**src/as24_pkg.sv**
```systemverilog
// Shared constants and types for the angle snap block.
// No dependencies; imported by every module of the block.
`timescale 1ns / 1ps

package as24_pkg;

	localparam int CORDIC_STEPS  = 32;
	localparam int ANGLE_W       = 32;
	localparam int RES_W         = ANGLE_W + 1;
	localparam int PRESCALE_BITS = 10;
	localparam int GROWTH_BITS   = 3;
	localparam int GAIN_W        = 17;
	localparam int GAIN_SHIFT    = 28;
	localparam int DIR_IDX_W     = 5;

	localparam logic [GAIN_W-1:0] GAIN_INV = 17'd96667;

	// Binary angles of atan(2^-i), 2^32 units per full turn.
	localparam logic [ANGLE_W-1:0] ATAN_UNITS [CORDIC_STEPS] = '{
		32'd536870912, 32'd316933406, 32'd167458907, 32'd85004756,
		32'd42667331,  32'd21354465,  32'd10679838,  32'd5340245,
		32'd2670163,   32'd1335087,   32'd667544,    32'd333772,
		32'd166886,    32'd83443,     32'd41722,     32'd20861,
		32'd10430,     32'd5215,      32'd2608,      32'd1304,
		32'd652,       32'd326,       32'd163,       32'd81,
		32'd41,        32'd20,        32'd10,        32'd5,
		32'd3,         32'd1,         32'd1,         32'd0
	};

	typedef struct packed {
		logic valid;
		logic zero;
	} ctl_t;

endpackage

```
**src/as24_vec_cell.sv**
```systemverilog
// One vectoring CORDIC micro-rotation, registered.
// Depends on as24_pkg for the arctangent table and the control struct.
`timescale 1ns / 1ps

module as24_vec_cell #(
	parameter int WIDTH  = 38,
	parameter int SIDE_W = 53,
	parameter int SHIFT  = 0
) (
	input  logic                         clk,
	input  logic                         arst_n,
	input  logic                         en,
	input  as24_pkg::ctl_t               ctl_i,
	input  logic [SIDE_W-1:0]            side_i,
	input  logic signed [WIDTH-1:0]      x_i,
	input  logic signed [WIDTH-1:0]      y_i,
	input  logic [as24_pkg::ANGLE_W-1:0] z_i,
	output as24_pkg::ctl_t               ctl_o,
	output logic [SIDE_W-1:0]            side_o,
	output logic signed [WIDTH-1:0]      x_o,
	output logic signed [WIDTH-1:0]      y_o,
	output logic [as24_pkg::ANGLE_W-1:0] z_o
);
	import as24_pkg::*;

	ctl_t                    ctl_q;
	logic [SIDE_W-1:0]       side_q;
	logic signed [WIDTH-1:0] x_q, y_q, x_sh, y_sh;
	logic [ANGLE_W-1:0]      z_q;

	assign x_sh = x_i >>> SHIFT;
	assign y_sh = y_i >>> SHIFT;

	always_ff @(posedge clk or negedge arst_n) begin
		if (!arst_n) begin
			ctl_q <= '0;
		end else if (en) begin
			ctl_q <= ctl_i;
		end
	end

	// Drive y toward zero; z collects the angle turned through.
	always_ff @(posedge clk) begin
		if (en) begin
			side_q <= side_i;
			if (!y_i[WIDTH-1]) begin
				x_q <= x_i + y_sh;
				y_q <= y_i - x_sh;
				z_q <= z_i + ATAN_UNITS[SHIFT];
			end else begin
				x_q <= x_i - y_sh;
				y_q <= y_i + x_sh;
				z_q <= z_i - ATAN_UNITS[SHIFT];
			end
		end
	end

	assign ctl_o  = ctl_q;
	assign side_o = side_q;
	assign x_o    = x_q;
	assign y_o    = y_q;
	assign z_o    = z_q;

endmodule

```
**config.mk**
```make
export PLATFORM = sky130hd
export DESIGN_NAME = as24_vec_cell
export DESIGN_NICKNAME = d
export VERILOG_FILES = /design/src/as24_pkg.sv /design/src/as24_vec_cell.sv
export SDC_FILE = /design/constraint.sdc
export NUM_CORES = 1
export LEC_CHECK = 0
export ABC_AREA = 0
export BUFFER_PORTS_ARGS = -buffer_cell sky130_fd_sc_hd__buf_4
export CAP_MARGIN = 20
export CORE_UTILIZATION = 45
export CTS_CLUSTER_DIAMETER = 60
export CTS_CLUSTER_SIZE = 16
export DETAILED_ROUTE_END_ITERATION = 6
export HOLD_SLACK_MARGIN = 0.15
export PLACE_DENSITY = 0.7
export SYNTH_ARGS = -nofsm -noshare
export SYNTH_HDL_FRONTEND = slang
export SYNTH_SLANG_ARGS = --single-unit
```
**constraint.sdc**
```tcl
create_clock -name clk -period 1 [get_ports clk]
set_input_delay 0 -clock clk [delete_from_list [all_inputs] [get_ports clk]]
set_output_delay 0 -clock clk [all_outputs]
set_load 0.005 [all_outputs]
```
## Word level (Yosys, flattened, before mapping)

Index checks and enable logic that the tools add are counted.

| operators by class | value |
|---|---|
| add/subtract/negate cells | 5 |
| mux-type cells | 3 |

Operators with widths:

| kind | count |
|---|---|
| $mux W38 | 2 |
| $sub A38 B38 Y38 | 2 |
| $add A38 B38 Y38 | 1 |
| $add A32 B30 Y32 const B | 1 |
| $mux W32 | 1 |
| $sub A32 B30 Y32 const B | 1 |

| word-level totals | value |
|---|---|
| bits in registers | 163 |
| input bits | 166 |
| output and inout port bits | 163 |
| word-level logic and storage cells | 14 |

## Longest topological paths before layout

| logic depth | value |
|---|---|
| depth in word-level cells | 2 |
| depth in mapped cells | 12 |
| gate-level depth less buffers | 11 |

## Worst setup path after synthesis

No wires, ideal clock.

| path | value |
|---|---|
| path type | input to register |
| start point | in x_i[0] |
| end point | reg x_q[28] (netlist: x_o[28]), data pin |
| library setup time | 268 ps |
| data arrival time | 2197 ps |
| required time | 732 ps |
| path slack | -1465 ps |
| stages on the path | 10 |
| buffers on the path | 0 |
| path through | ha_1 > fa_1 > nor2b_1 > o21ai_1 > a211oi_1 > a211o_1 > a31o_2 > a211oi_4 > mux2i_1 > xnor2_1 |

| on the way | value |
|---|---|
| word-level cells in the longest chain between the ends | 2 |
| elaborated cells between the ends (all ways) | 3 |
| classes of those cells | 2 x add/sub; 1 x mux |

RTL lines:

| element | line | source |
|---|---|---|
| start: declaration | as24_vec_cell.sv:15 | `input logic signed [WIDTH-1:0] x_i,` |
| $add A38 B38 Y38 or $sub A38 B38 Y38 (tied branches) | as24_vec_cell.sv:47, as24_vec_cell.sv:51 |  |
| $mux W38 (*) | as24_vec_cell.sv:46 | `if (!y_i[WIDTH-1]) begin` |
| end signal: assignment | as24_vec_cell.sv:47 | `x_q <= x_i + y_sh;` |
| end signal: assignment | as24_vec_cell.sv:51 | `x_q <= x_i - y_sh;` |
| end: declaration | as24_vec_cell.sv:28 | `logic signed [WIDTH-1:0] x_q, y_q, x_sh, y_sh;` |

Mark *: on every way between the ends. The rest lies on a longest branch, timed or not.
A chain may end at the register's enable or synchronous reset.

## Final worst setup path

| path | value |
|---|---|
| start point | in x_i[28] |
| end point | reg x_q[36] (netlist: x_o[36]), data pin |

The elaborated chain is that of the path after synthesis.

==> run metrics <==
status finished with violations; failing checks design-rule violations, max-capacitance violations, max-slew violations, negative setup slack; Pwr Total 30.0 mW; R2R setup slack around 0.09 ns; syn nets 1574; final RePlAce weighted congestion 1.01; ranking of synthesized cells by area edfxtp_1, ha_1, a21oi_1; most frequent cell after synthesis edfxtp_1; vias in the first global route between 15000 and 20000; asr flop ratio synth 0.0123; FF+latch count, synth about 160; grt total ovfl 0; DR vias/cell 6.33; hold wc startpoint y_i[21]; RSZ-0062 raised after global routing yes; Worst Path Required 1.30 ns; Synth top cells by count edfxtp_1, a21oi_1, inv_1, ha_1, nor2_1; setup ws final -2.60 ns; via count 16100; CTS tree built; crit path max fanout 5; Synth Warn # 0; EDFF count, synth 160; Detailed Routing Iterations Pass 1 7; share of cells above drive strength 1 0.538; area share of the leading cell type in the synthesized netlist 0.396; Routed Antenna Nets 0; final period utilization 3.60; clock-pin slew on the worst setup and hold paths 0.09 ns; leading area contributor after synthesis edfxtp_1; worst r2r src ctl_o[1]; multi-input logic area 8560 µm²; R2R cell count 2; Num CTS Buffers 17; GRT Util Overall 0.430; predominant post-synthesis flop cell edfxtp_1; first-iteration detailed-routing DRC count 2453; Reg area a little under 5000 µm²; Max-slew headroom -0.283; largest net degree at the start of global routing 31; PD cells 1300 nW/µm²; IO Count 329; Maximum Capacitance Violations 2; Max VDD drop about 0.0015 V; end of the worst hold path y_o[21]; Die Ht 166 µm; post-synth cell types 71; HP Class in2reg; Finished Core Util 0.879; worst skew pair latency 0.44 ns; # placed instances 2355; input/output buffers between 300 and 400; setup TNS -84.54 ns; post-layout minimum cycle time approximately 3.6 ns; r2r endpoint ctl_o[1]; mapped cell area approximately 12000 µm²; Layout fillers 1196; die area 27600 µm²; drt wl/cell approximately 28 µm; DIE WIDTH 166 µm; register area share after synthesis 0.401; CORE AREA 26200 µm²; average size of a mapped cell 9.42 µm²; CP arrival 3.89 ns; root buffer selected by CTS clkbuf_16; H-tree Lvls 4; Non-Filler Instances 2539; dpl hpwl 40100 µm; worst setup path class in2reg; DRC 158; CP Capture Type register; Max Root-Sink Buffers 2; Total Wirelength 71400 µm; row cnt between 50 and 60; Slew @ Worst Pin 1.91 ns; Critical Path Source Type input pin; Slew Viols, Final 4; Syn-to-layout area delta 90.2%; global-route wire length before repair slightly above 90000 µm; crit path launch x_i[28]; cells after synthesis 1286; Post-layout nets 2476; initial antenna violation count 5; Fmax 278 MHz; number of clock sinks 162; final setup fails 162; leakage power 10.2 nW; endpoints failing hold 0; Worst Skew 0 ns; Initial Util 0.462; WHS Path Cells 4
## layout by cell type, fill, tap and decap left out, types with 8 or more instances in the layout
cell and count:
nand3_1 13, buf_6 132, a21oi_4 13, o211ai_1 12, buf_4 695, inv_2 18, clkbuf_16 18, edfxtp_1 160
ha_1 83, a21oi_1 77, mux2i_1 12, nor3_1 16, o21ai_1 20, xnor2_1 50, a211oi_2 9, a211o_1 9
dlygate4sd3_1 92, o31ai_4 9, nor2_1 85, nand2_1 61, inv_1 95, ha_4 34, a21oi_2 36, o21ai_0 42
buf_12 14, o21a_1 9, nor2b_4 8, o21bai_1 15, nor2b_1 14, xnor2_2 10, nor2_4 9, o21ai_2 22
nand4_1 29, nand2b_1 17, a21o_1 22
## power by group
part           internal (mW)  leakage [nW]  switching (mW)  total [mW]
Combinational           6.48          8.34            6.76        13.2
Sequential              8.55          1.59           0.496        9.05
Clock                   3.69         0.308            4.05        7.73
Total                   18.7          10.2            11.3        30.0
## stage by stage
| stage | setup slack (ns) | cell area [µm²] | hold slack, ns |
|---|---|---|---|
| 2_1_floorplan | -1.26 | 13200 | -0.296 |
| 3_3_place_gp | -1.76 | 19100 | -0.218 |
| 3_5_place_dp | -1.83 | 19100 | -0.215 |
| 4_1_cts | -1.22 | 22100 | 0.115 |
| 5_1_grt | -2.56 | 23000 | 0.158 |
| 6_report | -2.60 | 23000 | 0.128 |
## critical path: stages
cell and delay, ns:
buf_4 0.11, buf_4 0.13, ha_1 0.22, buf_4 0.14, nor2b_1 0.13, o21ai_0 0.20, a21oi_1 0.11, o21bai_1 0.21
a211oi_2 0.28, nor4_1 1.59, o21ai_0 0.49, nand4_1 0.28
## kinds of logic after synthesis
logic type                 Yosys count  share of synthesized area
xor gates and xnor gates            68                     0.0491
muxes                               23                     0.0192
and+or+nand+nor                    344                      0.142
AOI/OAI and AO/OA                  385                      0.203
adders and majority gates          122                      0.128
DFF                                162                      0.401
buffers and inverters              182                     0.0580
## worst max-delay path by stage
stage                     cells after the start  endpoint
after floorplan                              10   x_o[29]
after global placement                       15   x_o[36]
after detailed placement                     15   x_o[36]
after CTS                                    12   x_o[35]
after global routing                         12   x_o[36]
final                                        12   x_o[36]
## final cells by class
type	instances	area share
Multi-Input combinational cell	942	0.371
Timing Repair Buffer	941	0.349
Sequential cell	162	0.211
Inverter	124	0.0233
Clock buffer	17	0.0185
Tap cell	335	0.0182
Clock inverter	15	0.00890
Antenna cell	3	0.000326
## routing by layer
metal / wire (µm) / track usage
met4: 6810 / 0.212
met1: 23300 / 0.510
met3: 9970 / 0.0841
met2: 31100 / 0.744
met5: 218 / 0
## registers in the layout, indices dropped and copies added (netlist names)
name    flops
side_o     53
x_o        38
ctl_o       2
z_o        32
y_o        37
## repair_timing
action / CTS / global route
gates cloned: 1 / 1
setup buffers: 39 / 32
hold endpoints to repair: 135 / 1
pin swaps: 112 / 92
resized for setup: 253 / 168
setup endpoints to repair: 90 / 173
hold buffers: 92 / 1
Power figures use the tool's default switching activity.
