File: config.mk
export PLATFORM = sky130hd
export DESIGN_NAME = as24_gain
export DESIGN_NICKNAME = d
export VERILOG_FILES = /design/src/as24_pkg.sv /design/src/as24_gain.sv
export SDC_FILE = /design/constraint.sdc
export NUM_CORES = 2
export LEC_CHECK = 0
export ABC_AREA = 1
export BUFFER_PORTS_ARGS = -buffer_cell sky130_fd_sc_hd__buf_4
export CORE_MARGIN = 10
export CORE_UTILIZATION = 25
export CTS_CLUSTER_DIAMETER = 120
export DETAILED_ROUTE_END_ITERATION = 12
export SLEW_MARGIN = 10
export SYNTH_ARGS = -nofsm -noshare
export SYNTH_HDL_FRONTEND = slang
export SYNTH_SLANG_ARGS = --single-unit
export TNS_END_PERCENT = 10
File: constraint.sdc
create_clock -name clk -period 3.39 [get_ports clk]
set_clock_uncertainty 0.05 [all_clocks]
set_input_delay 0.5085 -clock clk [delete_from_list [all_inputs] [get_ports clk]]
set_output_delay 0.5085 -clock clk [all_outputs]
set_load 0.02 [all_outputs]
File: src/as24_pkg.sv
// Shared constants and types for the angle snap block.
// No dependencies; imported by every module of the block.
`timescale 1ns / 1ps

package as24_pkg;

	localparam int CORDIC_STEPS  = 32;
	localparam int ANGLE_W       = 32;
	localparam int RES_W         = ANGLE_W + 1;
	localparam int PRESCALE_BITS = 10;
	localparam int GROWTH_BITS   = 3;
	localparam int GAIN_W        = 17;
	localparam int GAIN_SHIFT    = 28;
	localparam int DIR_IDX_W     = 5;

	localparam logic [GAIN_W-1:0] GAIN_INV = 17'd96667;

	// Binary angles of atan(2^-i), 2^32 units per full turn.
	localparam logic [ANGLE_W-1:0] ATAN_UNITS [CORDIC_STEPS] = '{
		32'd536870912, 32'd316933406, 32'd167458907, 32'd85004756,
		32'd42667331,  32'd21354465,  32'd10679838,  32'd5340245,
		32'd2670163,   32'd1335087,   32'd667544,    32'd333772,
		32'd166886,    32'd83443,     32'd41722,     32'd20861,
		32'd10430,     32'd5215,      32'd2608,      32'd1304,
		32'd652,       32'd326,       32'd163,       32'd81,
		32'd41,        32'd20,        32'd10,        32'd5,
		32'd3,         32'd1,         32'd1,         32'd0
	};

	typedef struct packed {
		logic valid;
		logic zero;
	} ctl_t;

endpackage

File: src/as24_gain.sv
// Gain removal, offset by the start point and saturation, three stages.
// Depends on as24_pkg for the gain constant and the control struct.
`timescale 1ns / 1ps

module as24_gain #(
	parameter int WIDTH      = 38,
	parameter int COORD_BITS = 24,
	parameter int IDX_W      = 5
) (
	input  logic                         clk,
	input  logic                         arst_n,
	input  logic                         en,
	input  as24_pkg::ctl_t               ctl_i,
	input  logic [2*COORD_BITS+IDX_W-1:0] side_i,
	input  logic signed [WIDTH-1:0]      x_i,
	input  logic signed [WIDTH-1:0]      y_i,
	output as24_pkg::ctl_t               ctl_o,
	output logic signed [COORD_BITS-1:0] ex_o,
	output logic signed [COORD_BITS-1:0] ey_o,
	output logic [IDX_W-1:0]             k_o
);
	import as24_pkg::*;

	localparam int SIDE_W = 2*COORD_BITS + IDX_W;
	localparam int LOW    = WIDTH / 2;
	localparam int HIW    = WIDTH - LOW;
	localparam int PLW    = LOW + GAIN_W;
	localparam int PHW    = HIW + GAIN_W + 1;
	localparam int SW     = WIDTH + GAIN_W + 1;
	localparam int VW     = SW - GAIN_SHIFT;
	localparam int EW     = VW + 1;

	localparam logic signed [SW-1:0] ROUND_C = SW'(64'sd1 <<< (GAIN_SHIFT - 1));
	localparam logic signed [EW-1:0] E_MAX   = EW'((64'sd1 <<< (COORD_BITS - 1)) - 64'sd1);
	localparam logic signed [EW-1:0] E_MIN   = EW'(-(64'sd1 <<< (COORD_BITS - 1)));

	ctl_t                         ctl_s1, ctl_s2, ctl_s3;
	logic [SIDE_W-1:0]            side_s1, side_s2;
	logic [PLW-1:0]               plo_x_s1, plo_y_s1;
	logic signed [PHW-1:0]        phi_x_s1, phi_y_s1;
	logic signed [VW-1:0]         vx_s2, vy_s2;
	logic signed [COORD_BITS-1:0] ex_s3, ey_s3;
	logic [IDX_W-1:0]             k_s3;

	logic signed [SW-1:0]         sum_x, sum_y;
	logic signed [COORD_BITS-1:0] sx, sy;
	logic signed [EW-1:0]         ex_sum, ey_sum;
	logic signed [COORD_BITS-1:0] ex_sat, ey_sat;

	always_ff @(posedge clk or negedge arst_n) begin
		if (!arst_n) begin
			ctl_s1 <= '0;
			ctl_s2 <= '0;
			ctl_s3 <= '0;
		end else if (en) begin
			ctl_s1 <= ctl_i;
			ctl_s2 <= ctl_s1;
			ctl_s3 <= ctl_s2;
		end
	end

	// Stage 1: the gain product split into a signed high and unsigned low part.
	always_ff @(posedge clk) begin
		if (en) begin
			side_s1  <= side_i;
			plo_x_s1 <= PLW'(x_i[LOW-1:0]) * PLW'(GAIN_INV);
			plo_y_s1 <= PLW'(y_i[LOW-1:0]) * PLW'(GAIN_INV);
			phi_x_s1 <= PHW'($signed(x_i[WIDTH-1:LOW])) * PHW'($signed({1'b0, GAIN_INV}));
			phi_y_s1 <= PHW'($signed(y_i[WIDTH-1:LOW])) * PHW'($signed({1'b0, GAIN_INV}));
		end
	end

	// Stage 2: recombine, round, floor shift.
	assign sum_x = (SW'(phi_x_s1) <<< LOW) + SW'($signed({1'b0, plo_x_s1})) + ROUND_C;
	assign sum_y = (SW'(phi_y_s1) <<< LOW) + SW'($signed({1'b0, plo_y_s1})) + ROUND_C;

	always_ff @(posedge clk) begin
		if (en) begin
			side_s2 <= side_s1;
			vx_s2   <= sum_x[SW-1:GAIN_SHIFT];
			vy_s2   <= sum_y[SW-1:GAIN_SHIFT];
		end
	end

	// Stage 3: add the start point and clamp to the coordinate range.
	assign sx     = side_s2[SIDE_W-1:COORD_BITS+IDX_W];
	assign sy     = side_s2[COORD_BITS+IDX_W-1:IDX_W];
	assign ex_sum = EW'(sx) + EW'(vx_s2);
	assign ey_sum = EW'(sy) + EW'(vy_s2);

	always_comb begin
		ex_sat = ex_sum[COORD_BITS-1:0];
		ey_sat = ey_sum[COORD_BITS-1:0];
		if (ex_sum > E_MAX) begin
			ex_sat = E_MAX[COORD_BITS-1:0];
		end else if (ex_sum < E_MIN) begin
			ex_sat = E_MIN[COORD_BITS-1:0];
		end
		if (ey_sum > E_MAX) begin
			ey_sat = E_MAX[COORD_BITS-1:0];
		end else if (ey_sum < E_MIN) begin
			ey_sat = E_MIN[COORD_BITS-1:0];
		end
	end

	// A zero-length vector returns the start point in direction zero.
	always_ff @(posedge clk) begin
		if (en) begin
			if (ctl_s2.zero) begin
				ex_s3 <= sx;
				ey_s3 <= sy;
				k_s3  <= '0;
			end else begin
				ex_s3 <= ex_sat;
				ey_s3 <= ey_sat;
				k_s3  <= side_s2[IDX_W-1:0];
			end
		end
	end

	assign ctl_o = ctl_s3;
	assign ex_o  = ex_s3;
	assign ey_o  = ey_s3;
	assign k_o   = k_s3;

endmodule

== After elaboration in Yosys (flattened, before gate mapping) ==
Index checks and enable logic that the tools add are counted.

* Register bits after elaboration: 367
* Output and inout bits: 55
* Word-level logic and storage cells: 37
* Input bits: 134

* Order comparisons: 4
* $add $sub $neg: 6
* $mul: 4
* Muxes and demuxes: 6

{| class="wikitable"
|+ Operators by type and width
! cell !! count
|-
| $mux W24 || 6
|-
| $add A56 B29 Y56 const B || 2
|-
| $add A56 B37 Y56 || 2
|-
| $mul A19 B18 Y37 const B || 2
|-
| $mul A19 B17 Y36 const B || 2
|-
| $add A24 B28 Y29 || 2
|-
| $gt A29 B24 Y1 const B || 2
|-
| $lt A29 B24 Y1 const B || 2
|}

== Logic depth before layout (Yosys ltp) ==
* Word-level depth: 5
* Mapped depth: 24
* Gate-level depth less buffers: 24

== Worst setup path before layout ==
No wires, ideal clock.

* Kind: in2reg
* Start: in y_i[6]
* End: reg plo_y_s1[28], data pin
* Data required time: 3.088 ns
* Cell stages on the path: 19
* Slack: -2.073 ns
* Data arrival time: 5.160 ns
* Buffers on the path: 0
* Setup time: 0.252 ns
* Cells stage by stage: inv_1 -> fa_1 -> inv_1 -> fa_1 -> fa_1 -> fa_1 -> fa_1 -> inv_1 -> fa_1 -> inv_1 -> ha_1 -> a21oi_1 -> inv_1 -> a31oi_1 -> o21ai_0 -> a221oi_1 -> nand2_1 -> nand2_1 -> nand2_1

* Cells in the longest elaborated chain, start to end: 1

{| class="wikitable"
|+ RTL lines
! item !! RTL line !! RTL
|-
| start, declared || as24_gain.sv:16 || <nowiki>input logic signed [WIDTH-1:0] y_i,</nowiki>
|-
| $mul A19 B17 Y36 || as24_gain.sv:67 || <nowiki>plo_y_s1 <= PLW'(y_i[LOW-1:0]) * PLW'(GAIN_INV);</nowiki>
|-
| end signal, assigned || as24_gain.sv:67 ||
|-
| end, declared || as24_gain.sv:39 || <nowiki>logic [PLW-1:0] plo_x_s1, plo_y_s1;</nowiki>
|}

Every way passes these cells.
A chain may end at the register's enable or synchronous reset.

== Worst setup path after layout ==
* Start: in x_i[10]
* End: reg plo_x_s1[32], data pin

* Cells in the longest elaborated chain, start to end: 1

{| class="wikitable"
|+ RTL lines
! item !! RTL line !! RTL
|-
| start, declared || as24_gain.sv:15 || <nowiki>input logic signed [WIDTH-1:0] x_i,</nowiki>
|-
| $mul A19 B17 Y36 || as24_gain.sv:66 || <nowiki>plo_x_s1 <= PLW'(x_i[LOW-1:0]) * PLW'(GAIN_INV);</nowiki>
|-
| end signal, assigned || as24_gain.sv:66 ||
|-
| end, declared || as24_gain.sv:39 ||
|}

Every way passes these cells.

==> key figures <==
Timing
  – Post-route clock period utilization: 144.3%
  – Setup TNS: -102.16 ns
  – RSZ-0062 raised after global routing: true
  – Final hold viol count: 0
  – Slew Limit Fails: 0
  – Min Tclk post-route: ~5 ns
  – Final Setup Violations: 91
  – Actual slew at the worst max-slew pin: 0.9476 ns
  – Max-slew headroom: 36.83%
  – Final worst setup slack: -1.501 ns
  – FMAX: roughly 0.20 GHz

Floorplanning
  – Die height: 445.4 um
  – Initial Util: about a quarter
  – Die Footprint: roughly 200,000 um2
  – Top Ports: 189
  – FP Rows: roughly 160
  – Die width: around 450 um
  – Core footprint: 180,400 um2

Routing
  – Vias/cell: approximately 4.2
  – DR pass1 iterations: 5
  – Wirelength per Cell: 15.10 um
  – Post-route ant nets: 0
  – Vias: 33,720
  – DR iter-0 viols: 1,460
  – Drt drc: 0
  – WL final: 121,500 um

Worst setup path
  – Largest stage delay, worst path: 0.54 ns
  – Crit. End Element: register
  – Critical path startpoint: x_i[10]
  – Critical Path Source Type: primary input
  – CP bufs+invs: 6
  – FF-to-FF Start: plo_y_s1[28]
  – Worst Path Arrival: 5.17 ns
  – CP Max Fanout: 4
  – Crit. path cell count: 20
  – FF-to-FF setup slack: ~0.25 ns
  – Worst Path Required: 3.66 ns
  – Worst-case reg-to-reg path depth: 10
  – RR Endpoint: vy_s2[22]
  – CP delay by family, top: adder cells
  – Cell Chain, Critical Path: buf_8, clkinvlp_4, fa_1, inv_2, fa_1, fa_1, fa_1, inv_2, fa_1, fa_1, inv_2, ha_4, buf_6, nand4_1, nor3_2, nand2_1, o211ai_1, nand2_1, nand3_1, nand2_1
  – Crit Path Category: primary input to register
  – CP Capture Point: plo_x_s1[32]
  – Crit-path most repeated cell: fa_1
  – Worst path slowest cell: fa_1

Job
  – Max cap viols: 0

Synth
  – Top post-synthesis cells by area: fa_1 (27%), edfxtp_1 (21%), ha_1 (20%)
  – FFs w/ async S/R, synth: approximately 1.8%
  – Leading area contributor after synthesis: fa_1
  – Cells after synthesis: 4,764
  – Post-Syn Area: 45,230 um2
  – Post-Syn Area per Cell: roughly 9.5 um2
  – Sequential-to-total area share from yosys stat: 21.78%
  – Synth top area share: a little over a quarter
  – Syn nets: between 6,000 and 7,000
  – Top FF cell, synth: edfxtp_1
  – YS warnings: 0
  – Flops & latches, synth: 329
  – EDFF count, synth: approximately 320
  – Synth cell types: 48

Clock tree
  – Clock Latency Late Sink: 0.58 ns
  – Clk slew on worst S/H paths: 0.06 ns
  – TritonCTS clock tree: yes
  – Clk root buf: clkbuf_16
  – CTS Buf Count: 35
  – H-tree level count: 2
  – Clk sinks: around 330
  – Deepest clock path buffer count: 3

Final layout
  – Final design utilization: 32.44%
  – Fillcell total: 18,420
  – Post-Layout Cell Count: approximately 8,000
  – Share of layout cells above drive strength 1: between 20% and 30%
  – Total Nets Final: between 7,000 and 8,000
  – Area added between synthesis and finish: 29.36%

Global route
  – Maximum number of pins on one net before global-route repair: 75
  – Vias in the first global route: 36,550
  – Initial antenna violation count: 11
  – Global route overflow: 0
  – GRT Resource Usage Total: about 12%
  – First-pass GRT wire length: 194,300 um

Placed design
  – RD Place Congestion: 0.9386
  – Post-detail-place hpwl: 106,300 um
  – Post-Place Cells: 7,939
  – Port Buffer Count: 188
  – Dpl ws: -2.256 ns

Min path
  – Hold crit path type: primary input to register

Run status
  – Failing checks: negative setup slack
  – Status: finished, violations left
==> cells by family after synthesis <==
logic type                 synth area share [%]
DFF                                       21.78
buffers and inverters                     10.54
xor gates and xnor gates                  3.674
and+or+nand+nor                           10.91
adders and majority gates                 47.04
muxes                                   0.04979
AOI/OAI and AO/OA                         6.017
==> cells in the mapped netlist (all sizes together) (27+ instances only) <==
master and number:
edfxtp 323, nor3 41, o21ai 104, xor2 114, nand2 668, ha 726
xnor2 74, nor2 304, fa 609, nand3 109, inv 1236, nand4 27
a21oi 285
==> final cells by class <==
class / instances / area (um2) / share of cell area (%)
clock inverter: 25 / 357.8 / 0.6116
antenna: 10 / 25.02 / 0.04277
sequential: 329 / 9849 / 16.83
tap: 2370 / 2965 / 5.068
multi-input combinational: 3183 / 32990 / 56.37
inverter: 1236 / 4674 / 7.989
timing repair buffer: 854 / 6763 / 11.56
clock buffer: 39 / 890.9 / 1.523
==> placed cells by master, fill, tap and decap left out, types with 13 or more instances in the layout <==
cell type / instances
inv_1: 1163
buf_4: 797
ha_1: 626
nand2_1: 587
fa_1: 581
edfxtp_1: 323
nor2_1: 265
a21oi_1: 183
xor2_1: 105
nand3_1: 92
ha_4: 92
a21oi_2: 83
xnor2_1: 72
nand2_2: 67
o21ai_0: 64
inv_2: 63
clkbuf_16: 35
buf_6: 35
nor2_2: 32
nor3_1: 31
fa_2: 28
nand4_1: 27
o21ai_1: 22
a21oi_4: 19
a21o_1: 19
o21ai_2: 17
nand3_2: 17
nand2_4: 14
a31oi_1: 13
==> routing by layer <==
layer / global-route usage [%] / share of wire, % / up-vias
met3: 0.9396 / 2.1 / 173
met5: 0 / 0.022 / -
met2: 22.67 / 52 / 454
met1: 14.27 / 41 / 16360
met4: 5.239 / 4.8 / 6
li1: - / - / 16730
==> stage by stage <==
stage / hold WS [ns] / cell area, um2
detailed placement: 0.2730 / 54770
global route: 0.02672 / 58500
floorplan: 0.1629 / 45650
finish: 0.05075 / 58510
CTS: 0.01657 / 57880
global placement: 0.2692 / 54770
==> worst min-delay path by stage <==
stage / from / endpoint / slack (ns) / depth (start not counted)
6_report: side_i[0] / side_s1[0] / 0.05 / 1
5_1_grt: side_i[23] / side_s1[23] / 0.03 / 1
4_1_cts: side_i[0] / side_s1[0] / 0.02 / 1
3_5_place_dp: arst_n / ctl_o[1] / 0.27 / 1
3_3_place_gp: arst_n / ctl_o[1] / 0.27 / 1
2_1_floorplan: arst_n / ctl_o[0] / 0.16 / 0
==> state kept, by name, indices dropped and copies added (netlist names) <==
signal / cells
ctl_s2: 2
ey_o: 24
vy_s2: 28
ctl_o: 2
ctl_s1: 2
phi_y_s1: 37
k_o: 5
plo_y_s1: 17
phi_x_s1: 37
ex_o: 24
vx_s2: 28
side_s2: 53
plo_x_s1: 17
side_s1: 53
==> worst register-to-register path, stage by stage (launching register included) <==
cell      delay (ns)
edfxtp_1        0.52
ha_1            0.35
ha_1            0.38
nand2_1         0.14
o21ai_0         0.20
a21oi_1         0.09
o21ai_0         0.30
nor2_1          0.15
nor3b_1         0.35
nand3b_1        0.18
xnor2_1         0.18
==> timing repair <==
item / in CTS / in global routing
endpoints found under the hold margin: 6 / 0
gates resized for setup: 360 / 133
buffers inserted: 21 / 12
hold buffers: 1 / 0
pin swaps: 134 / 65
endpoints found under the setup margin: 95 / 96
Power is not shown: default switching activity piles up to over one toggle a cycle in this logic, so the estimate is an artifact.
