===== config.mk =====
export PLATFORM = sky130hd
export DESIGN_NAME = as24_rot_cell
export DESIGN_NICKNAME = d
export VERILOG_FILES = /design/src/as24_pkg.sv /design/src/as24_rot_cell.sv
export SDC_FILE = /design/constraint.sdc
export NUM_CORES = 1
export LEC_CHECK = 0
export BUFFER_PORTS_ARGS = -buffer_cell sky130_fd_sc_hd__buf_2
export CAP_MARGIN = 0
export CORE_UTILIZATION = 40
export CTS_BUF_LIST = sky130_fd_sc_hd__clkbuf_4 sky130_fd_sc_hd__clkbuf_8
export DETAILED_ROUTE_END_ITERATION = 8
export PLACE_DENSITY_LB_ADDON = 0.1
export SETUP_SLACK_MARGIN = 0.15
export SKIP_CTS_REPAIR_TIMING = 1
export SLEW_MARGIN = 20
export SYNTH_ARGS = -nofsm -noshare
export SYNTH_HDL_FRONTEND = slang
export SYNTH_SLANG_ARGS = --single-unit

===== constraint.sdc =====
create_clock -name clk -period 2 [get_ports clk]
set_input_delay 0.4 -clock clk [delete_from_list [all_inputs] [get_ports clk]]
set_output_delay 0.4 -clock clk [all_outputs]
set_load 0.1 [all_outputs]

===== src/as24_pkg.sv =====
// Shared constants and types for the angle snap block.
// No dependencies; imported by every module of the block.
`timescale 1ns / 1ps

package as24_pkg;

	localparam int CORDIC_STEPS  = 32;
	localparam int ANGLE_W       = 32;
	localparam int RES_W         = ANGLE_W + 1;
	localparam int PRESCALE_BITS = 10;
	localparam int GROWTH_BITS   = 3;
	localparam int GAIN_W        = 17;
	localparam int GAIN_SHIFT    = 28;
	localparam int DIR_IDX_W     = 5;

	localparam logic [GAIN_W-1:0] GAIN_INV = 17'd96667;

	// Binary angles of atan(2^-i), 2^32 units per full turn.
	localparam logic [ANGLE_W-1:0] ATAN_UNITS [CORDIC_STEPS] = '{
		32'd536870912, 32'd316933406, 32'd167458907, 32'd85004756,
		32'd42667331,  32'd21354465,  32'd10679838,  32'd5340245,
		32'd2670163,   32'd1335087,   32'd667544,    32'd333772,
		32'd166886,    32'd83443,     32'd41722,     32'd20861,
		32'd10430,     32'd5215,      32'd2608,      32'd1304,
		32'd652,       32'd326,       32'd163,       32'd81,
		32'd41,        32'd20,        32'd10,        32'd5,
		32'd3,         32'd1,         32'd1,         32'd0
	};

	typedef struct packed {
		logic valid;
		logic zero;
	} ctl_t;

endpackage


===== src/as24_rot_cell.sv =====
// One rotating CORDIC micro-rotation, registered.
// Depends on as24_pkg for the arctangent table and the control struct.
`timescale 1ns / 1ps

module as24_rot_cell #(
	parameter int WIDTH  = 38,
	parameter int SIDE_W = 53,
	parameter int SHIFT  = 0
) (
	input  logic                              clk,
	input  logic                              arst_n,
	input  logic                              en,
	input  as24_pkg::ctl_t                    ctl_i,
	input  logic [SIDE_W-1:0]                 side_i,
	input  logic signed [WIDTH-1:0]           x_i,
	input  logic signed [WIDTH-1:0]           y_i,
	input  logic signed [as24_pkg::RES_W-1:0] t_i,
	output as24_pkg::ctl_t                    ctl_o,
	output logic [SIDE_W-1:0]                 side_o,
	output logic signed [WIDTH-1:0]           x_o,
	output logic signed [WIDTH-1:0]           y_o,
	output logic signed [as24_pkg::RES_W-1:0] t_o
);
	import as24_pkg::*;

	ctl_t                    ctl_q;
	logic [SIDE_W-1:0]       side_q;
	logic signed [WIDTH-1:0] x_q, y_q, x_sh, y_sh;
	logic signed [RES_W-1:0] t_q, step;

	assign x_sh = x_i >>> SHIFT;
	assign y_sh = y_i >>> SHIFT;
	assign step = $signed({1'b0, ATAN_UNITS[SHIFT]});

	always_ff @(posedge clk or negedge arst_n) begin
		if (!arst_n) begin
			ctl_q <= '0;
		end else if (en) begin
			ctl_q <= ctl_i;
		end
	end

	// Turn toward the residual angle t until it is used up.
	always_ff @(posedge clk) begin
		if (en) begin
			side_q <= side_i;
			if (!t_i[RES_W-1]) begin
				x_q <= x_i - y_sh;
				y_q <= y_i + x_sh;
				t_q <= t_i - step;
			end else begin
				x_q <= x_i + y_sh;
				y_q <= y_i - x_sh;
				t_q <= t_i + step;
			end
		end
	end

	assign ctl_o  = ctl_q;
	assign side_o = side_q;
	assign x_o    = x_q;
	assign y_o    = y_q;
	assign t_o    = t_q;

endmodule


After elaboration in Yosys (flattened, before gate mapping):

Cells that the tools add are included.

* add/subtract/negate cells: 5
* multiply operators: 0
* div/mod/pow operators: 0
* magnitude comparators: 0
* equal/unequal tests: 0
* shift operators: 0
* muxes and demuxes: 3
* bitwise gates (word level): 0
* reductions and logical operators: 0

Operator list (count)
* $mux 38: 2
* $sub 38x38->38: 2
* $add 38x38->38: 1
* $add 33x31->33 const B: 1
* $mux 33: 1
* $sub 33x31->33 const B: 1

* register bits: 164
* latch bits: 0
* memory bits (writable): 0
* memory bits (read-only): 0
* input port bits: 167
* output and inout port bits: 164
* logic and storage cells: 14
* memories: 0

Longest topological paths before layout:

Gate-level depths: netlist (run 1).

* word-level depth: 2
* mapped depth: 13
* depth with buffers taken out: 12

Worst setup path after synthesis (run 1):

No wires, ideal clock.

* path kind: in2reg
* start: input x_i[23]
* end: register y_q[37] (netlist: y_o[37]), data pin
* library setup time: 0.263 ns
* arrival: 2.504 ns
* required time: 1.737 ns
* path slack: -0.768 ns
* stages on the path: 12
* path buffers: 1
* cell sequence: inv_1 -> ha_1 -> buf_6 -> or2_4 -> or3_4 -> o211ai_2 -> a2111oi_2 -> a21oi_2 -> a21oi_2 -> o41ai_4 -> o211ai_2 -> xnor2_1

* longest elaborated chain between the ends: 2
* elaborated cells on any way between the ends: 3
* those cells by class: add/sub: 2; mux: 1

Ends and longest elaborated chain
* start: declaration: line as24_rot_cell.sv:15 `input logic signed [WIDTH-1:0] x_i,`
* $add 38x38->38 or $sub 38x38->38 (tied branches): line as24_rot_cell.sv:49, as24_rot_cell.sv:53
* $mux 38 *: line as24_rot_cell.sv:47 `if (!t_i[RES_W-1]) begin`
* end signal: assignment: line as24_rot_cell.sv:49 `y_q <= y_i + x_sh;`
* end signal: assignment: line as24_rot_cell.sv:53 `y_q <= y_i - x_sh;`
* end: declaration: line as24_rot_cell.sv:28 `logic signed [WIDTH-1:0] x_q, y_q, x_sh, y_sh;`

Mark *: on every way between the ends. The rest lies on a longest branch, timed or not.
A chain may end at the register's enable or synchronous reset.

Worst setup path after layout (run 1):

* start: input x_i[7]
* end: register y_q[37] (netlist: y_o[37]), data pin

The elaborated chain is that of the path after synthesis.

==> flow_summary.json, run 1 <==
{
  "synth_seq_cells": 163,
  "io_buffer_count": 330,
  "start_util": 0.412,
  "crit_fanout": 5,
  "switching_share": 0.481,
  "intPower_mw": 7.62,
  "synth_area_um2": 12000,
  "core_area_um2": 29100,
  "numCtsBuffers": 17,
  "grt_overflow": 0,
  "p_leak_nw": 8.72,
  "via_per_inst": 5.19,
  "area_delta_synth_final_pct": 61.7,
  "drt_drc_violations_left": 0,
  "hpwl_um": 35600,
  "grt_max_degree": 44,
  "drive_above_1_share": 0.530,
  "layout_setup_ws_ns": -0.654,
  "synth_area_per_cell_um2": 9.68,
  "maxSlewHeadroom": 0.593,
  "yosys-top-cells-area": "edfxtp_1, ha_1, a21oi_1",
  "finalNetCount": 2260,
  "die_w_um": 175,
  "synth.net_count": 1521,
  "final_util": 0.666,
  "fin_setup_tns_ns": -19.63,
  "drtIter0Drc": 785,
  "period_needed_ns": 2.65,
  "worstSetupStartpointType": "primary input",
  "cts_max_path_buffers": 2,
  "outcome": "complete, but fails checks",
  "detail_route.first_pass.iterations": 7,
  "io_pins": 331,
  "clk-insertion-delay-late_ns": 0.46,
  "hp-class": "primary input to flip-flop",
  "combinationalPowerShare": 0.531,
  "p_per_area_nw_per_um2": 758,
  "required_ns": 2.21,
  "yosysTopAreaCell": "edfxtp_1",
  "synth-seq-area-share": 0.408,
  "pwr-share-clk": 0.168,
  "finalWirelength_um": 44500,
  "synth.most_common_cell": "edfxtp_1",
  "violations": "negative setup slack",
  "clkTransAtPathRegs_ns": 0.10,
  "finalHoldViolCount": 0,
  "drv_cap": 0,
  "pwr-share-seq": 0.301,
  "p_sw_mw": 7.07,
  "synth_cells": 1237,
  "rows": 62,
  "wl_per_cell_um": 18.7,
  "htree_levels": 4,
  "cp.arrival_ns": 2.86,
  "tightest_slew_ns": 0.605,
  "synth_edf_count": 161,
  "die_area_um2": 30600,
  "rsz0062_at_grt": "true",
  "synth-async-reset-ratio": 0.0123,
  "finalClockSkew_ns": 0,
  "clock_sinks": 163,
  "ys.flop_type": "edfxtp_1",
  "cts-root-buf": "clkbuf_8",
  "grt_pass1_vias": 11899,
  "via_count": 12328,
  "gp_congestion": 0.920,
  "post-route-period-util": 1.33,
  "synth_top_area_frac": 0.404,
  "max_freq_mhz": 377,
  "worst-setup-path-type": "primary input to flip-flop",
  "ant_nets": 0,
  "cts_tree": "done",
  "finalSetupViolCount": 58,
  "yosysWarnings": 0,
  "ys_top_cells_by_count": "edfxtp_1, a21oi_1, inv_1, ha_1, nor2_1",
  "grt_util_all_layers": 0.280,
  "antenna_found_initial": 2,
  "grt_pass1_wl_um": 65600,
  "critPathCaptureType": "flip-flop",
  "die_h_um": 175,
  "synthDistinctLibCells": 87,
  "vdd_ir_drop_max_mv": 0.625,
  "final_max_slew_viol_count": 0
}
[sequential cells by signal, indices dropped and copies added (netlist names)]
name / count
side_o: 53
x_o: 38
y_o: 37
t_o: 33
ctl_o: 2
[layer usage]
layer	part of all wire	global-route usage	wire (um)
met3	0.054	0.0361	2420
met4	0.024	0.0920	1060
met2	0.50	0.488	22400
met1	0.42	0.356	18600
met5	0	0	0
[final cells by class]
type	instances	area [um^2]
diodes	2	5.00
clock buffers	18	241
clock inverters	14	145
fillers	2424	9710
inverters	122	546
multi-input cells	898	7690
flip-flops and latches	163	4880
well taps	384	480
repair buffers	774	5380
[worst paths after layout]
| check | startpoint | end | slack [ns] | cells past startpoint |
|---|---|---|---|---|
| worst max-delay path | x_i[7] | y_o[37] | -0.65 | 14 |
| worst min-delay path | side_i[21] | side_o[21] | 0.10 | 1 |
| worst max register to register | ctl_o[0] | ctl_o[0] | 1.22 | 1 |
| worst min register to register | ctl_o[1] | ctl_o[1] | 0.54 | 1 |
| max in group asynchronous | arst_n | ctl_o[0] | 1.67 | 2 |
| min in group asynchronous | arst_n | ctl_o[1] | 0.24 | 2 |
[through the flow]
| stage | hold WS [ns] | power [mW] | instance area, um^2 | setup slack (ns) | instances |
|---|---|---|---|---|---|
| after floorplan | 0.104 | 9.50 | 12700 | -0.673 | 1237 |
| after global placement | 0.186 | 11.7 | 17700 | -1.20 | 2309 |
| after detailed placement | 0.189 | 11.8 | 17700 | -1.20 | 2309 |
| after CTS | -0.323 | 14.2 | 18100 | -0.713 | 2341 |
| after global routing | 0.0685 | 15.3 | 19400 | -0.689 | 2375 |
| final | 0.103 | 14.7 | 19400 | -0.654 | 2375 |
[power groups by stage]
stage	logic [mW]	registers, mW	clock network, mW
2_1_floorplan	2.01	7.49	0
3_3_place_gp	7.23	4.50	0
3_5_place_dp	7.26	4.50	0
4_1_cts	7.29	4.42	2.52
5_1_grt	8.16	4.45	2.64
6_report	7.80	4.42	2.47
[cells by family (layout without fill, tap and decap cells)]
logic type / after synthesis / count (layout) / share of synthesized area
xor+xnor: 72 / 72 / 0.0526
compound gates: 400 / 400 / 0.220
simple gates: 290 / 290 / 0.118
fa+ha+maj: 117 / 117 / 0.125
flops: 163 / 163 / 0.408
buf+inv: 176 / 928 / 0.0610
mux: 19 / 19 / 0.0164
other cells: 0 / 2 / 0
[worst max-delay path: stages]
cell and delay [ns]:
buf_8 0.08, inv_6 0.03, ha_4 0.26, buf_4 0.13, a21o_1 0.14, a311o_1 0.26, nor4_4 0.09, o41ai_2 0.47
nand3_1 0.21, o311ai_2 0.28, buf_4 0.19, a21boi_4 0.08, o211ai_2 0.15, xnor2_1 0.09
[layout by cell type (no fill, tap or decap), types with 13 or more instances in the layout]
cell type,n
a211oi_2,13
a21oi_1,117
nand2_1,58
inv_2,16
o21ai_1,25
a21o_1,29
a21oi_2,24
ha_4,26
nor3_1,18
clkbuf_8,17
buf_2,302
edfxtp_1,161
inv_1,91
o21ai_0,36
nand4_1,14
buf_6,47
o21ai_2,18
buf_4,411
ha_1,84
o21bai_1,23
nor2_1,96
xnor2_1,56
Power figures use the tool's default switching activity.
==> run 2: changes to the inputs <==
==> constraint.sdc (replaced) <==
create_clock -name clk -period 3.45 [get_ports clk]
set_input_delay 0.69 -clock clk [delete_from_list [all_inputs] [get_ports clk]]
set_output_delay 0.69 -clock clk [all_outputs]
set_load 0.1 [all_outputs]
==> run 2 against run 1 <==
The run now ends clean; global-route usage down 1.1 points; combinational power down 50%; wire length down 6.3%; clock skew unchanged; sequential share of layout area up 5.4 points; sequential power down 42%; total power down 46%; cell area down 18%; clock power down 42%; final cell count down 9.3%; critical path depth unchanged; largest power group unchanged; highest routed layer unchanged.
==> flow_summary.json, run 2 (synthesis gave the netlist of run 1 again) <==
{
  "outcome": "complete, no violations",
  "detail_route.first_pass.iterations": 5,
  "grt_pass1_wl_um": 62700,
  "drv_cap": 0,
  "worstSetupStartpointType": "primary input",
  "die_h_um": 175,
  "grt_pass1_vias": 11099,
  "required_ns": 3.69,
  "combinationalPowerShare": 0.494,
  "finalNetCount": 2040,
  "die_w_um": 175,
  "cp.arrival_ns": 3.37,
  "drive_above_1_share": 0.360,
  "grt_overflow": 0,
  "crit_fanout": 6,
  "slowest_stage": "a311o_1",
  "tightest_slew_ns": 0.894,
  "rows": 62,
  "intPower_mw": 4.00,
  "die_area_um2": 30600,
  "drt_drc_violations_left": 0,
  "pwr-share-seq": 0.325,
  "finalSetupViolCount": 0,
  "antenna_found_initial": 0,
  "io_pins": 331,
  "rsz0062_at_grt": "false",
  "p_leak_nw": 7.32,
  "cts_tree": "done",
  "post-route-period-util": 0.909,
  "cts-root-buf": "clkbuf_8",
  "vdd_ir_drop_max_mv": 0.277,
  "via_per_inst": 5.29,
  "cp_num_cells": 14,
  "critPathMaxStageDelay_ns": 0.37,
  "r2r_cells": 1,
  "final_cells": 2153,
  "final_util": 0.549,
  "io_buffer_count": 330,
  "htree_levels": 4,
  "layout_commonest_cell": "buf_2",
  "clkTransAtPathRegs_ns": 0.11,
  "max_freq_mhz": 319,
  "ant_nets": 0,
  "hp-class": "primary input to flip-flop",
  "via_count": 11395,
  "clock_sinks": 163,
  "largest_reg_flops": 53,
  "crit_path_cell_trace": "buf_2, inv_1, ha_1, buf_4, a21o_1, a311o_1, o31ai_2, o21ai_1, buf_4, a221oi_2, or3b_1, a31o_1, o31a_1, xnor2_1",
  "p_per_area_nw_per_um2": 492,
  "core_area_um2": 29100,
  "p_sw_mw": 3.86,
  "hold_path_depth": 1,
  "grt_max_degree": 69,
  "numCtsBuffers": 17,
  "gp_congestion": 0.951,
  "clk-insertion-delay-late_ns": 0.46,
  "area_delta_synth_final_pct": 33.4,
  "grt_util_all_layers": 0.269,
  "final_cell_mix": "buf_2, buf_4, edfxtp_1, a21oi_1, inv_1",
  "finalWirelength_um": 41600,
  "pwr-share-clk": 0.181,
  "start_util": 0.412,
  "cp_num_buf_inv": 4,
  "critPathCaptureType": "flip-flop",
  "diodes": 0,
  "drtIter0Drc": 821,
  "period_needed_ns": 3.14,
  "switching_share": 0.491,
  "wl_per_cell_um": 19.3,
  "hpwl_um": 34300,
  "finalHoldViolCount": 0,
  "cts_max_path_buffers": 2,
  "crit_top_cell": "buf_4",
  "dpl.cell_count": 2120,
  "maxSlewHeadroom": 0.403,
  "crit_family": "compound AO/OA/AOI/OAI gates",
  "worst-setup-path-type": "primary input to flip-flop",
  "finalClockSkew_ns": 0,
  "final_max_slew_viol_count": 0
}
## run 2: final timing paths
| kind | startpoint | endpoint | slack (ns) |
|---|---|---|---|
| max | x_i[7] | y_o[35] | 0.31 |
| min | side_i[16] | side_o[16] | 0.39 |
| max reg2reg | ctl_o[1] | ctl_o[1] | 2.70 |
| min reg2reg | ctl_o[0] | ctl_o[0] | 0.52 |
| max in group asynchronous | arst_n | ctl_o[0] | 2.83 |
| min in group asynchronous | arst_n | ctl_o[1] | 0.53 |
## run 2: power by group through the flow
stage | clock network (mW) | registers [mW] | logic (mW)
after CTS | 1.47 | 2.56 | 3.87
after global placement | 0 | 2.60 | 3.86
after detailed placement | 0 | 2.60 | 3.86
final | 1.43 | 2.55 | 3.88
after floorplan | 0 | 4.34 | 1.04
after global routing | 1.52 | 2.58 | 4.06
## run 2: area by class of cell
class                   instances  area (um^2)
fillers                      2750        13100
multi-input cells             898         6400
flip-flops and latches        163         4880
repair buffers                554         3370
well taps                     384          480
inverters                     122          458
clock buffers                  18          241
clock inverters                14          146
## run 2: metrics by stage
step	hold WS (ns)	setup WS, ns	area (um^2)	TNS (ns)	power [mW]
after floorplan	0.394	0.392	12000	0	5.38
after global placement	0.475	-0.287	15500	-4.11	6.46
after detailed placement	0.478	-0.376	15500	-4.97	6.46
after CTS	-0.0342	0.131	15900	0	7.90
after global routing	0.363	0.158	16000	0	8.16
final	0.385	0.315	16000	0	7.86
## run 2: per-layer routing
layer | routed length (um) | vias up | track usage
li1 | - | 5492 | -
met3 | 2440 | 71 | 0.0461
met2 | 20600 | 484 | 0.468
met5 | 0 | - | 0
met4 | 1630 | 0 | 0.117
met1 | 17000 | 5348 | 0.325
